`src/design/lbrs_pkg.sv`:
```
package lbrs_pkg;

  localparam int LfsrW     = 34;
  localparam int Slots     = 32;
  localparam int SlotW     = 5;
  localparam int LiveW     = 6;
  localparam int BlockW    = 35;
  localparam int SeedW     = 32;
  localparam int PickW     = 31;
  localparam int MinLen    = 3;
  localparam int CfgW      = 35;
  localparam int RegIdxW   = 1;
  localparam int DivBits   = 8;
  localparam int DividendW = 32;
  localparam int DivSteps  = DividendW / DivBits;
  localparam int CntW      = 5;

  localparam logic [RegIdxW-1:0] RegBlockCount = 1'd0;
  localparam logic [RegIdxW-1:0] RegSeed       = 1'd1;

  typedef enum logic [2:0] {
    StIdle,
    StBuild,
    StDiv,
    StLookup,
    StExec,
    StEmpty
  } lbrs_state_e;

  typedef struct packed {
    logic            load_pick;
    logic            div_step;
    logic            lookup;
    logic            commit;
    logic            emit_empty;
    logic            build_clear;
    logic            build_step;
    logic [CntW-1:0] cnt;
  } lbrs_cmd_t;

  typedef struct packed {
    logic live_zero;
    logic out_free;
  } lbrs_status_t;

  function automatic logic [LfsrW-1:0] tap_mask(input logic [SlotW-1:0] slot);
    logic [LfsrW-1:0] m;
    case (slot)
      5'd0:    m = 34'h6;
      5'd1:    m = 34'hC;
      5'd2:    m = 34'h14;
      5'd3:    m = 34'h2D;
      5'd4:    m = 34'h44;
      5'd5:    m = 34'h8E;
      5'd6:    m = 34'h110;
      5'd7:    m = 34'h204;
      5'd8:    m = 34'h402;
      5'd9:    m = 34'h829;
      5'd10:   m = 34'h1B00;
      5'd11:   m = 34'h3500;
      5'd12:   m = 34'h4001;
      5'd13:   m = 34'h8805;
      5'd14:   m = 34'h10004;
      5'd15:   m = 34'h20040;
      5'd16:   m = 34'h71000;
      5'd17:   m = 34'h80004;
      5'd18:   m = 34'h100002;
      5'd19:   m = 34'h200001;
      5'd20:   m = 34'h400010;
      5'd21:   m = 34'h800043;
      5'd22:   m = 34'h1000004;
      5'd23:   m = 34'h3880000;
      5'd24:   m = 34'h7200000;
      5'd25:   m = 34'h8000004;
      5'd26:   m = 34'h10000002;
      5'd27:   m = 34'h32800000;
      5'd28:   m = 34'h40000004;
      5'd29:   m = 34'hE0000200;
      5'd30:   m = 34'h100001000;
      5'd31:   m = 34'h380000040;
      default: m = '0;
    endcase
    return m;
  endfunction

  function automatic logic [LfsrW-1:0] len_mask(input logic [SlotW-1:0] slot);
    logic [LfsrW-1:0] one_hot;
    one_hot = LfsrW'(1) << ({1'b0, slot} + 6'(MinLen));
    return one_hot - LfsrW'(1);
  endfunction

  function automatic logic [BlockW-1:0] base_mask(input logic [SlotW-1:0] slot);
    logic [BlockW-1:0] one_hot;
    one_hot = BlockW'(1) << ({1'b0, slot} + 6'(MinLen));
    return one_hot - BlockW'(1);
  endfunction

endpackage

```
`src/design/lbrs_ram.sv`:
```
module lbrs_ram #(
  parameter int Width = 8,
  parameter int Depth = 32
) (
  input  logic                     clk_i,
  input  logic                     we_i,
  input  logic [$clog2(Depth)-1:0] waddr_i,
  input  logic [Width-1:0]         wdata_i,
  input  logic                     re_i,
  input  logic [$clog2(Depth)-1:0] raddr_i,
  output logic [Width-1:0]         rdata_o
);

  logic [Width-1:0] mem_q [Depth];
  logic [Width-1:0] rdata_q;

  always_ff @(posedge clk_i) begin
    if (we_i) begin
      mem_q[waddr_i] <= wdata_i;
    end
    if (re_i) begin
      rdata_q <= mem_q[raddr_i];
    end
  end

  assign rdata_o = rdata_q;

endmodule

```
`src/design/lbrs_ctrl.sv`:
```
module lbrs_ctrl (
  input  logic                 clk_i,
  input  logic                 rst_ni,
  input  logic                 in_valid_i,
  output logic                 in_stall_o,
  input  logic                 cfg_we_i,
  input  lbrs_pkg::lbrs_status_t status_i,
  output lbrs_pkg::lbrs_cmd_t    cmd_o
);

  lbrs_pkg::lbrs_state_e         state_q, state_d;
  logic [lbrs_pkg::CntW-1:0]     cnt_q, cnt_d;

  always_ff @(posedge clk_i or negedge rst_ni) begin
    if (!rst_ni) begin
      state_q <= lbrs_pkg::StIdle;
      cnt_q   <= '0;
    end else begin
      state_q <= state_d;
      cnt_q   <= cnt_d;
    end
  end

  always_comb begin
    state_d = state_q;
    cnt_d   = cnt_q;
    if (cfg_we_i) begin
      state_d = lbrs_pkg::StBuild;
      cnt_d   = '0;
    end else begin
      case (state_q)
        lbrs_pkg::StIdle: begin
          if (in_valid_i) begin
            state_d = status_i.live_zero ? lbrs_pkg::StEmpty : lbrs_pkg::StDiv;
            cnt_d   = '0;
          end
        end
        lbrs_pkg::StBuild: begin
          cnt_d = cnt_q + 1'b1;
          if (cnt_q == lbrs_pkg::CntW'(lbrs_pkg::Slots - 1)) begin
            state_d = lbrs_pkg::StIdle;
          end
        end
        lbrs_pkg::StDiv: begin
          cnt_d = cnt_q + 1'b1;
          if (cnt_q == lbrs_pkg::CntW'(lbrs_pkg::DivSteps - 1)) begin
            state_d = lbrs_pkg::StLookup;
          end
        end
        lbrs_pkg::StLookup: begin
          state_d = lbrs_pkg::StExec;
        end
        lbrs_pkg::StExec, lbrs_pkg::StEmpty: begin
          if (status_i.out_free) begin
            state_d = lbrs_pkg::StIdle;
          end
        end
        default: begin
          state_d = lbrs_pkg::StIdle;
        end
      endcase
    end
  end

  always_comb begin
    in_stall_o        = (state_q != lbrs_pkg::StIdle) || cfg_we_i;
    cmd_o             = '0;
    cmd_o.cnt         = cnt_q;
    cmd_o.build_clear = cfg_we_i;
    if (!cfg_we_i) begin
      case (state_q)
        lbrs_pkg::StIdle:   cmd_o.load_pick  = in_valid_i;
        lbrs_pkg::StBuild:  cmd_o.build_step = 1'b1;
        lbrs_pkg::StDiv:    cmd_o.div_step   = 1'b1;
        lbrs_pkg::StLookup: cmd_o.lookup     = 1'b1;
        lbrs_pkg::StExec:   cmd_o.commit     = status_i.out_free;
        lbrs_pkg::StEmpty:  cmd_o.emit_empty = status_i.out_free;
        default: ;
      endcase
    end
  end

endmodule

```
`src/design/lbrs_datapath.sv`:
```
module lbrs_datapath (
  input  logic                                 clk_i,
  input  logic                                 rst_ni,
  input  lbrs_pkg::lbrs_cmd_t                  cmd_i,
  output lbrs_pkg::lbrs_status_t               status_o,
  input  logic                                 cfg_we_i,
  input  logic [lbrs_pkg::RegIdxW-1:0]         cfg_index_i,
  input  logic [lbrs_pkg::CfgW-1:0]            cfg_wdata_i,
  input  logic [lbrs_pkg::PickW-1:0]           random_pick_i,
  output logic                                 out_valid_o,
  input  logic                                 out_stall_i,
  output logic [lbrs_pkg::BlockW-1:0]          block_offset_o,
  output logic                                 range_done_o,
  output logic                                 segment_retired_o
);

  logic [lbrs_pkg::BlockW-1:0]    block_count_q;
  logic [lbrs_pkg::SeedW-1:0]     seed_q;
  logic [lbrs_pkg::LiveW-1:0]     live_q, live_d;
  logic [lbrs_pkg::SlotW-1:0]     list_q [lbrs_pkg::Slots];
  logic [lbrs_pkg::SlotW-1:0]     list_d [lbrs_pkg::Slots];
  logic [lbrs_pkg::DividendW-1:0] dividend_q;
  logic [lbrs_pkg::SlotW-1:0]     rem_q, rem_d;
  logic [lbrs_pkg::SlotW-1:0]     slot_q;
  logic [lbrs_pkg::SlotW-1:0]     pos_q;
  logic                           out_valid_q;
  logic [lbrs_pkg::BlockW-1:0]    offset_q;
  logic                           done_q;
  logic                           retired_q;

  logic [lbrs_pkg::BlockW-1:0]    range_b;
  logic [lbrs_pkg::Slots-1:0]     seg_bits;
  logic [lbrs_pkg::LfsrW-1:0]     cur;
  logic [lbrs_pkg::LfsrW-1:0]     lfsr_next;
  logic [lbrs_pkg::LfsrW-1:0]     seed_m;
  logic [lbrs_pkg::LfsrW-1:0]     build_val;
  logic                           feedback;
  logic                           retire;
  logic [lbrs_pkg::BlockW-1:0]    base;
  logic [lbrs_pkg::BlockW-1:0]    sum;
  logic                           out_free;
  logic                           ram_we;
  logic [lbrs_pkg::SlotW-1:0]     ram_waddr;
  logic [lbrs_pkg::LfsrW-1:0]     ram_wdata;

  assign range_b   = block_count_q & ~lbrs_pkg::BlockW'(7);
  assign seg_bits  = range_b[lbrs_pkg::MinLen +: lbrs_pkg::Slots];
  assign build_val = {{(lbrs_pkg::LfsrW - lbrs_pkg::SeedW){1'b0}}, seed_q}
                   & lbrs_pkg::len_mask(cmd_i.cnt);

  assign feedback  = ^(cur & lbrs_pkg::tap_mask(slot_q));
  assign lfsr_next = ((cur << 1) & lbrs_pkg::len_mask(slot_q))
                   | {{(lbrs_pkg::LfsrW - 1){1'b0}}, feedback};
  assign seed_m    = {{(lbrs_pkg::LfsrW - lbrs_pkg::SeedW){1'b0}}, seed_q}
                   & lbrs_pkg::len_mask(slot_q);
  assign retire    = (lfsr_next == seed_m);
  assign base      = range_b & lbrs_pkg::base_mask(slot_q);
  assign sum       = base + {1'b0, cur};

  assign out_free  = !out_valid_q || !out_stall_i;
  assign status_o.out_free  = out_free;
  assign status_o.live_zero = (live_q == '0);

  assign ram_we    = cmd_i.build_step || cmd_i.commit;
  assign ram_waddr = cmd_i.build_step ? cmd_i.cnt : slot_q;
  assign ram_wdata = cmd_i.build_step ? build_val : lfsr_next;

  lbrs_ram #(
    .Width(lbrs_pkg::LfsrW),
    .Depth(lbrs_pkg::Slots)
  ) u_lfsr_ram (
    .clk_i  (clk_i),
    .we_i   (ram_we),
    .waddr_i(ram_waddr),
    .wdata_i(ram_wdata),
    .re_i   (cmd_i.lookup),
    .raddr_i(list_q[rem_q]),
    .rdata_o(cur)
  );

  always_comb begin
    logic [lbrs_pkg::SlotW:0] r;
    r = {1'b0, rem_q};
    for (int i = 0; i < lbrs_pkg::DivBits; i++) begin
      r = {r[lbrs_pkg::SlotW-1:0], dividend_q[lbrs_pkg::DividendW-1-i]};
      if (r >= live_q) begin
        r = r - live_q;
      end
    end
    rem_d = r[lbrs_pkg::SlotW-1:0];
  end

  always_comb begin
    list_d = list_q;
    live_d = live_q;
    if (cmd_i.build_clear) begin
      live_d = '0;
    end else if (cmd_i.build_step) begin
      if (seg_bits[cmd_i.cnt]) begin
        list_d[live_q[lbrs_pkg::SlotW-1:0]] = cmd_i.cnt;
        live_d = live_q + 1'b1;
      end
    end else if (cmd_i.commit && retire) begin
      for (int j = 0; j < lbrs_pkg::Slots - 1; j++) begin
        if (lbrs_pkg::SlotW'(j) >= pos_q) begin
          list_d[j] = list_q[j + 1];
        end
      end
      live_d = live_q - 1'b1;
    end
  end

  always_ff @(posedge clk_i or negedge rst_ni) begin
    if (!rst_ni) begin
      block_count_q <= '0;
      seed_q        <= '0;
      live_q        <= '0;
      out_valid_q   <= 1'b0;
    end else begin
      if (cfg_we_i) begin
        case (cfg_index_i)
          lbrs_pkg::RegBlockCount: block_count_q <= cfg_wdata_i;
          lbrs_pkg::RegSeed:       seed_q <= cfg_wdata_i[lbrs_pkg::SeedW-1:0];
          default: ;
        endcase
      end
      live_q <= live_d;
      if (cmd_i.commit || cmd_i.emit_empty) begin
        out_valid_q <= 1'b1;
      end else if (!out_stall_i) begin
        out_valid_q <= 1'b0;
      end
    end
  end

  always_ff @(posedge clk_i) begin
    list_q <= list_d;
    if (cmd_i.load_pick) begin
      dividend_q <= {1'b0, random_pick_i};
      rem_q      <= '0;
    end else if (cmd_i.div_step) begin
      dividend_q <= dividend_q << lbrs_pkg::DivBits;
      rem_q      <= rem_d;
    end
    if (cmd_i.lookup) begin
      slot_q <= list_q[rem_q];
      pos_q  <= rem_q;
    end
    if (cmd_i.commit) begin
      offset_q  <= retire ? base : sum;
      done_q    <= 1'b0;
      retired_q <= retire;
    end else if (cmd_i.emit_empty) begin
      offset_q  <= '0;
      done_q    <= 1'b1;
      retired_q <= 1'b0;
    end
  end

  assign out_valid_o       = out_valid_q;
  assign block_offset_o    = offset_q;
  assign range_done_o      = done_q;
  assign segment_retired_o = retired_q;

endmodule

```
`src/design/lfsr_block_range_shuffler.sv`:
```
// A request with live segments picks its segment in 8-bit divider steps, then reads
// the segment state from the state RAM and then commits the update to a register.
// Input stays stalled until a request is complete; an empty range skips the divider.
// A configuration write rebuilds the segment list, one segment slot per cycle through
// the state RAM port; input is stalled meanwhile.
// Reset: both registers cleared, no live segments, every request reports range done.
module lfsr_block_range_shuffler (
  input  logic                             clk_i,
  input  logic                             rst_ni,
  input  logic                             cfg_we_i,
  input  logic [lbrs_pkg::RegIdxW-1:0]     cfg_index_i,
  input  logic [lbrs_pkg::CfgW-1:0]        cfg_wdata_i,
  input  logic                             in_valid_i,
  output logic                             in_stall_o,
  input  logic [lbrs_pkg::PickW-1:0]       random_pick_i,
  output logic                             out_valid_o,
  input  logic                             out_stall_i,
  output logic [lbrs_pkg::BlockW-1:0]      block_offset_o,
  output logic                             range_done_o,
  output logic                             segment_retired_o
);

  lbrs_pkg::lbrs_cmd_t    cmd;
  lbrs_pkg::lbrs_status_t status;

  lbrs_ctrl u_ctrl (
    .clk_i     (clk_i),
    .rst_ni    (rst_ni),
    .in_valid_i(in_valid_i),
    .in_stall_o(in_stall_o),
    .cfg_we_i  (cfg_we_i),
    .status_i  (status),
    .cmd_o     (cmd)
  );

  lbrs_datapath u_datapath (
    .clk_i            (clk_i),
    .rst_ni           (rst_ni),
    .cmd_i            (cmd),
    .status_o         (status),
    .cfg_we_i         (cfg_we_i),
    .cfg_index_i      (cfg_index_i),
    .cfg_wdata_i      (cfg_wdata_i),
    .random_pick_i    (random_pick_i),
    .out_valid_o      (out_valid_o),
    .out_stall_i      (out_stall_i),
    .block_offset_o   (block_offset_o),
    .range_done_o     (range_done_o),
    .segment_retired_o(segment_retired_o)
  );

endmodule
```
`config.mk`:
```
export PLATFORM = sky130hd
export DESIGN_NAME = lfsr_block_range_shuffler
export DESIGN_NICKNAME = d
export VERILOG_FILES = /design/src/design/lbrs_pkg.sv /design/src/design/lbrs_ram.sv /design/src/design/lbrs_ctrl.sv /design/src/design/lbrs_datapath.sv /design/src/design/lfsr_block_range_shuffler.sv
export SDC_FILE = /design/constraint.sdc
export NUM_CORES = 2
export LEC_CHECK = 0
export CAP_MARGIN = 25
export CORE_ASPECT_RATIO = 0.6
export CORE_MARGIN = 1
export CORE_UTILIZATION = 35
export CTS_BUF_LIST = sky130_fd_sc_hd__clkbuf_4
export DETAILED_ROUTE_END_ITERATION = 6
export DONT_BUFFER_PORTS = 1
export PLACE_DENSITY = 0.52
export SETUP_SLACK_MARGIN = 0.15
export SYNTH_ARGS = -nofsm -noshare
export SYNTH_HDL_FRONTEND = slang
export SYNTH_SLANG_ARGS = --single-unit
```
`constraint.sdc`:
```
create_clock -name clk_i -period 25.3 [get_ports clk_i]
set_input_delay 5.06 -clock clk_i [delete_from_list [all_inputs] [get_ports clk_i]]
set_output_delay 5.06 -clock clk_i [all_outputs]
set_load 0.02 [all_outputs]
```
### After elaboration in Yosys (flattened, before gate mapping)

Memory sizes are Yosys's and may differ from the RTL's. A register that Yosys moved wholly into a read port is not among the register bits.
Cells that the tools add are included.

* shifts and indexed selects: 3
* $lt $le $gt $ge: 43
* mux-type cells: 86
* eq/ne operators: 15
* reduce and logical (&&, ||, !) cells: 87
* divide/modulo/power cells: 0
* multiply operators: 0
* add/sub/neg operators: 17
* bitwise gates (word level): 10

Operators with widths (number)
* 2-to-1 mux 155 bit: 2
* 2-to-1 mux 5 bit: 47
* bitwise mux 160 bit: 1
* 2-to-1 mux 160 bit: 1
* AND reduction 4 bit: 32
* 2-to-1 mux 35 bit: 3
* greater-or-equal comparator 5 bit (first input constant): 15
* bitwise AND 32 x 34 -> 34 bit: 2
* bitwise AND 34 bit: 2
* nonzero test 2 bit: 34
* left shift 1 x 6 -> 34 bit (first input constant): 2
* subtractor 34 x 1 -> 34 bit (second input constant): 2
* 2-to-1 mux 31 bit: 2
* greater-or-equal comparator 6 bit: 8
* greater-or-equal comparator 4 x 5 -> 1 bit (first input constant): 8
* subtractor 5 bit: 8
* adder 35 x 34 -> 35 bit: 1
* bitwise AND 35 bit: 1
* left shift 1 x 6 -> 35 bit (first input constant): 1
* subtractor 35 x 1 -> 35 bit (second input constant): 1
* equality test 34 bit: 1
* 2-to-1 mux 34 bit: 1
* bitwise OR 34 x 1 -> 34 bit: 1
* parity 34 bit: 1
* 38 further kinds: 84

* output and inout bits: 39
* bits of input ports: 72
* word-level logic and storage cells: 309
* latch bits: 0
* RAM bits: 1088
* ROM bits: 1088
* flip-flop bits (word level): 326
* memories: 2

Memory list
* (no name shown): depth 32, bits a word 34, read ports 1, clocked after Yosys merged registers in 1, write ports 0, RTL line lbrs_pkg.sv:48 `case (slot)`
* u_datapath.u_lfsr_ram.mem_q: depth 32, bits a word 34, read ports 1, clocked after Yosys merged registers in 1, write ports 1, RTL line lbrs_ram.sv:14 `logic [Width-1:0] mem_q [Depth];`

### Logic depth before layout (Yosys ltp)

* word-level depth: 16
* gate-level depth with buffers: 66
* gate-level depth less buffers: 64

### Modules after synthesis

From an unflattened synthesis, not the netlist that was laid out.

* cell total of the unflattened synthesis: 4465
* area, all modules: 65909.5 µm²

Modules (own cells, without submodules)
* lbrs_ram: sequential area each 33692.3 µm², cells an instance 2399, times used 1, area an instance 43447.9 µm²
* lbrs_datapath: sequential area each 9714.3 µm², cells an instance 2007, times used 1, area an instance 21936.0 µm²
* lbrs_ctrl: sequential area each 200.2 µm², cells an instance 59, times used 1, area an instance 525.5 µm²

### Worst setup path before layout

OpenSTA, ideal clock, no wires.

* path type: flip-flop to flip-flop
* start point: register u_datapath.live_q[1] (netlist name)
* end point: register u_datapath.rem_q[2] (netlist name)
* period minus slack after synthesis: 13.163 ns
* arrival time: 13.005 ns
* stages on the path, launching flop included: 62
* data required time: 25.143 ns
* path buffers: 2
* setup slack: 12.137 ns
* library setup time: 0.157 ns
* cells stage by stage: dfrtp_1 -> inv_1 -> fa_1 -> a21o_1 -> a21oi_1 -> nand2_1 -> a21o_1 -> a21oi_1 -> mux2_2 -> ha_1 -> nor2b_1 -> o21ai_0 -> nand3b_1 -> a21o_1 -> a21o_1 -> mux2_2 -> fa_1 -> nor2b_1 -> [26 not listed] -> fa_1 -> inv_1 -> a21o_1 -> a21oi_1 -> a21boi_0 -> o21ai_0 -> nand2b_1 -> clkbuf_1 -> nor2_1 -> a21oi_1 -> fa_1 -> a21o_1 -> a21oi_1 -> o21ai_0 -> a21oi_1 -> nor2_1 -> a21oi_1 -> o22ai_1

* word-level cells in the longest chain between the ends: 16
* elaborated cells on any way between the ends: 24
* those cells by class: add/sub: 8; order compare: 8; mux: 8

Ends and longest elaborated chain
* start: declaration: RTL line lbrs_datapath.sv:19 `logic [lbrs_pkg::LiveW-1:0] live_q, live_d;`
* start signal: assignment: RTL line lbrs_datapath.sv:127 `live_q <= live_d;`
* subtractor 5 bit or greater-or-equal comparator 6 bit (tied branches): RTL line lbrs_datapath.sv:87, lbrs_datapath.sv:86
* 2-to-1 mux 5 bit: RTL line lbrs_datapath.sv:86 `if (r >= live_q) begin`
* subtractor 5 bit or greater-or-equal comparator 6 bit (tied branches): RTL line lbrs_datapath.sv:87, lbrs_datapath.sv:86
* 2-to-1 mux 5 bit: RTL line lbrs_datapath.sv:86
* subtractor 5 bit or greater-or-equal comparator 6 bit (tied branches): RTL line lbrs_datapath.sv:87, lbrs_datapath.sv:86
* 2-to-1 mux 5 bit: RTL line lbrs_datapath.sv:86
* subtractor 5 bit or greater-or-equal comparator 6 bit (tied branches): RTL line lbrs_datapath.sv:87, lbrs_datapath.sv:86
* 2-to-1 mux 5 bit: RTL line lbrs_datapath.sv:86
* greater-or-equal comparator 6 bit or subtractor 5 bit (tied branches): RTL line lbrs_datapath.sv:86, lbrs_datapath.sv:87
* 2-to-1 mux 5 bit: RTL line lbrs_datapath.sv:86
* subtractor 5 bit or greater-or-equal comparator 6 bit (tied branches): RTL line lbrs_datapath.sv:87, lbrs_datapath.sv:86
* 2-to-1 mux 5 bit: RTL line lbrs_datapath.sv:86
* greater-or-equal comparator 6 bit or subtractor 5 bit (tied branches): RTL line lbrs_datapath.sv:86, lbrs_datapath.sv:87
* 2-to-1 mux 5 bit: RTL line lbrs_datapath.sv:86
* subtractor 5 bit or greater-or-equal comparator 6 bit (tied branches): RTL line lbrs_datapath.sv:87, lbrs_datapath.sv:86
* 2-to-1 mux 5 bit (*): RTL line lbrs_datapath.sv:86
* end signal: assignment: RTL line lbrs_datapath.sv:143 `rem_q <= rem_d;`
* end: declaration: RTL line lbrs_datapath.sv:23 `logic [lbrs_pkg::SlotW-1:0] rem_q, rem_d;`

Mark *: on every way between the ends. The rest lies on a longest branch, timed or not.
A chain may end at the register's enable or synchronous reset.

### Worst setup path after layout

* start point: register u_datapath.live_q[1] (netlist name)
* end point: register u_datapath.rem_q[4] (netlist name)

* word-level cells in the longest chain between the ends: 16
* elaborated cells on any way between the ends: 24
* those cells by class: add/sub: 8; order compare: 8; mux: 8

Ends and longest elaborated chain (RTL line)
* subtractor 5 bit or greater-or-equal comparator 6 bit (tied branches): lbrs_datapath.sv:87, lbrs_datapath.sv:86
* 2-to-1 mux 5 bit: lbrs_datapath.sv:86
* subtractor 5 bit or greater-or-equal comparator 6 bit (tied branches): lbrs_datapath.sv:87, lbrs_datapath.sv:86
* 2-to-1 mux 5 bit: lbrs_datapath.sv:86
* subtractor 5 bit or greater-or-equal comparator 6 bit (tied branches): lbrs_datapath.sv:87, lbrs_datapath.sv:86
* 2-to-1 mux 5 bit: lbrs_datapath.sv:86
* subtractor 5 bit or greater-or-equal comparator 6 bit (tied branches): lbrs_datapath.sv:87, lbrs_datapath.sv:86
* 2-to-1 mux 5 bit: lbrs_datapath.sv:86
* greater-or-equal comparator 6 bit or subtractor 5 bit (tied branches): lbrs_datapath.sv:86, lbrs_datapath.sv:87
* 2-to-1 mux 5 bit: lbrs_datapath.sv:86
* subtractor 5 bit or greater-or-equal comparator 6 bit (tied branches): lbrs_datapath.sv:87, lbrs_datapath.sv:86
* 2-to-1 mux 5 bit: lbrs_datapath.sv:86
* subtractor 5 bit or greater-or-equal comparator 6 bit (tied branches): lbrs_datapath.sv:87, lbrs_datapath.sv:86
* 2-to-1 mux 5 bit: lbrs_datapath.sv:86
* subtractor 5 bit or greater-or-equal comparator 6 bit (tied branches): lbrs_datapath.sv:87, lbrs_datapath.sv:86
* 2-to-1 mux 5 bit (*): lbrs_datapath.sv:86

Marks and branches as above.

==> key figures <==
Run status
  • Status: complete, no violations

STA
  • Final hold vios: 0
  • Slew Viols, Final: 0
  • Period minus WS final: 15.05 ns
  • Slew headroom: 0.2495
  • Setup TNS: 0 ns
  • Worst slew pin tran: 1.123 ns
  • Peak Freq: approximately 66 MHz
  • Clk_skew: 0.1285 ns
  • RSZ-0062 raised after global routing: no
  • Final period util: 0.5947
  • Final setup viols: 0

Floorplanning
  • Ports: 111
  • Die width: 564.9 um
  • Starting Density: 0.3538
  • Core Footprint: 188100 um^2
  • Die Ht: 339.7 um
  • Die footprint: 191900 um^2
  • Row count: 123

Synth
  • Most common cell in the netlist: edfxtp_1
  • Yosys reg bits: 1479
  • Synth top area share: 0.6133
  • Adder-cell area share of the yosys netlist: 0.02125
  • XOR/XNOR share of the synthesized area: 0.01670
  • Ys Warns: 0
  • Post-Syn Instances: 5303
  • Yosys cell types: 95
  • Post-synth EDFFs: 1359
  • Most frequent cells after synthesis: edfxtp_1 (1359), nand2_1 (1317), o21ai_0 (254)
  • Compound-Gate Fraction of Synth Area: 0.08996
  • Mux cell area share after synthesis: 0.05636
  • Syn Area/Cell: 12.55 um^2
  • Cell area after synthesis: roughly 67000 um^2
  • Async set-reset flop share out of synthesis: 0.05341
  • Top FF cell, synth: edfxtp_1
  • Largest family of logic cells by synthesized area: simple AND/OR/NAND/NOR gates
  • Top cell type by total area after synthesis: edfxtp_1
  • Synth top area cells: edfxtp_1 (61%), nand2_1 (7.4%), dfrtp_1 (3.0%)
  • Seq/Total Area, Yosys: 0.6554
  • Post-synthesis simple-gate area fraction: 0.1346

Setup path
  • WP depth: 61
  • Setup crit end kind: register
  • WS Path Type: register to register
  • WP buf/inv: 3
  • Top delay family on crit path: compound AO/OA/AOI/OAI gates
  • Crit path required time: 26.31 ns
  • Most Frequent Cell on Critical Path: a21oi_1
  • Crit start category: register
  • CP max stage cell: a21oi_1
  • Crit path DAT: 16.06 ns
  • CP max FO: 14
  • Crit-path max cell delay: 0.60 ns
  • Worst R2R Path Depth: 61

GRT
  • Vias in the first global route: ~43000
  • Total GRT Usage: 0.2265
  • Initial antenna violation count: 9
  • Congestion Overflow GR: 0
  • First-pass GRT wire length: 316200 um
  • Largest net degree at the start of global routing: 165

Clock network
  • # hold bufs at CTS: 0
  • Setup bufs post-CTS: 0
  • Clk root buf: clkbuf_4
  • # clock sinks: between 1000 and 1500
  • CTS Buffer Depth: 4
  • Reg clk slew, reported paths: 0.08 ns
  • Clock latency on the worst-skew pair: 1.19 ns
  • Cts bufs inserted: 346
  • H-tree Lvls: 5
  • # resized after CTS: 0
  • CTS tree: yes

Routing
  • Starting DRT DRC Count: 6269
  • Post-Route WL: 222200 um
  • Routed vias/inst: around 5.6
  • Drt pass-1 iters: 6
  • Wirelength per Cell: 26.99 um
  • Remaining antenna violation count after routing: 0
  • # DRC: 0
  • Detailed-route via count: about 46000

Layout
  • Final Util: 0.3946
  • Fraction of layout cells with a size suffix above 1: 0.1718
  • Synth-to-layout area growth: 11.54%
  • Fin nets: 5676

Min path
  • Worst hold path cell count: 2
  • Worst Hold Class: register to register

Placement
  • # port buffers: 0
  • Routability cong.: 0.9722
  • Post-DP HPWL: 132300 um

Flow run
  • Max-Cap Viols: 0
## registers in the layout (all words and copies together) (netlist names), named ones only
register	cells
u_datapath.out_valid_o	1
u_datapath.u_lfsr_ram.rdata_o	34
u_datapath.rem_q	5
u_datapath.block_offset_o	35
u_ctrl.state_q	3
u_datapath.segment_retired_o	1
u_datapath.pos_q	5
u_datapath.dividend_q	32
u_datapath.u_lfsr_ram.mem_q	1088
u_datapath.live_q	6
u_datapath.list_q	160
u_datapath.seed_q	32
u_datapath.range_done_o	1
u_datapath.slot_q	5
u_datapath.block_count_q	32
u_ctrl.cnt_q	5
## stage by stage
stage / std cells / hold WS (ns) / worst slack [ns] / instance area (um^2)
2_1_floorplan: 5304 / 0.4367 / 12.14 / 66540
3_3_place_gp: 7634 / 0.4664 / 10.15 / 69800
3_5_place_dp: 7641 / 0.4832 / 10.29 / 69930
4_1_cts: 8219 / 0.4880 / 10.27 / 74100
5_1_grt: 8230 / 0.5002 / 9.026 / 74210
6_report: 8230 / 0.4692 / 10.25 / 74210
## worst paths after layout
kind	from	slack [ns]	end
max reg2reg	u_datapath.live_q[1]	10.25	u_datapath.rem_q[4]
min in group asynchronous	rst_ni	3.58	u_datapath.seed_q[3]
max	u_datapath.live_q[1]	10.25	u_datapath.rem_q[4]
max in group asynchronous	rst_ni	21.50	u_datapath.seed_q[7]
min reg2reg	u_datapath.dividend_q[8]	0.47	u_datapath.dividend_q[16]
min	u_datapath.dividend_q[8]	0.47	u_datapath.dividend_q[16]
## cells in the final DEF, fill, tap and decap left out, types with 94 or more instances in the layout
| master | n |
|---|---|
| nand3_1 | 197 |
| nand2_1 | 1317 |
| mux2i_1 | 141 |
| ha_1 | 97 |
| nor2_1 | 145 |
| edfxtp_1 | 1359 |
| buf_4 | 132 |
| clkbuf_4 | 510 |
| o21ai_0 | 236 |
| a21oi_1 | 140 |
| a32oi_1 | 108 |
| mux2_2 | 94 |
| and3_1 | 125 |
## logic make-up (layout without fill, tap and decap cells)
logic type,Yosys count,after routing
and+or+nand+nor,2052,2052
DFF,1479,1479
AOI/OAI and AO/OA,871,871
buffers and inverters,380,803
muxes,291,291
xor gates and xnor gates,122,122
adders and majority gates,107,107
other,1,5
## tightest hold or removal path, cell delays in order, from the launching register on
cell and delay [ns]:
edfxtp_1 0.32, nand2_1 0.05, nand2_1 0.05
## routing by layer
| layer | global-route usage | share of wire | vias up |
|---|---|---|---|
| met3 | 0.06848 | 0.11 | 265 |
| met5 | 0 | 0.00012 | - |
| met1 | 0.3601 | 0.48 | 23306 |
| met2 | 0.2963 | 0.39 | 2236 |
| li1 | - | - | 20237 |
| met4 | 0.04616 | 0.015 | 4 |
## cell type report
cell class / count / area, um^2
antenna: 3 / 7.507
clock buffer: 508 / 3814
clock inverter: 70 / 361.6
fill: 18033 / 113800
inverter: 75 / 304.0
multi-input combinational: 3445 / 21710
sequential: 1479 / 43610
tap: 2500 / 3128
timing repair buffer: 150 / 1284
Power is not shown: default switching activity piles up to over one toggle a cycle in this logic, so the estimate is an artifact.
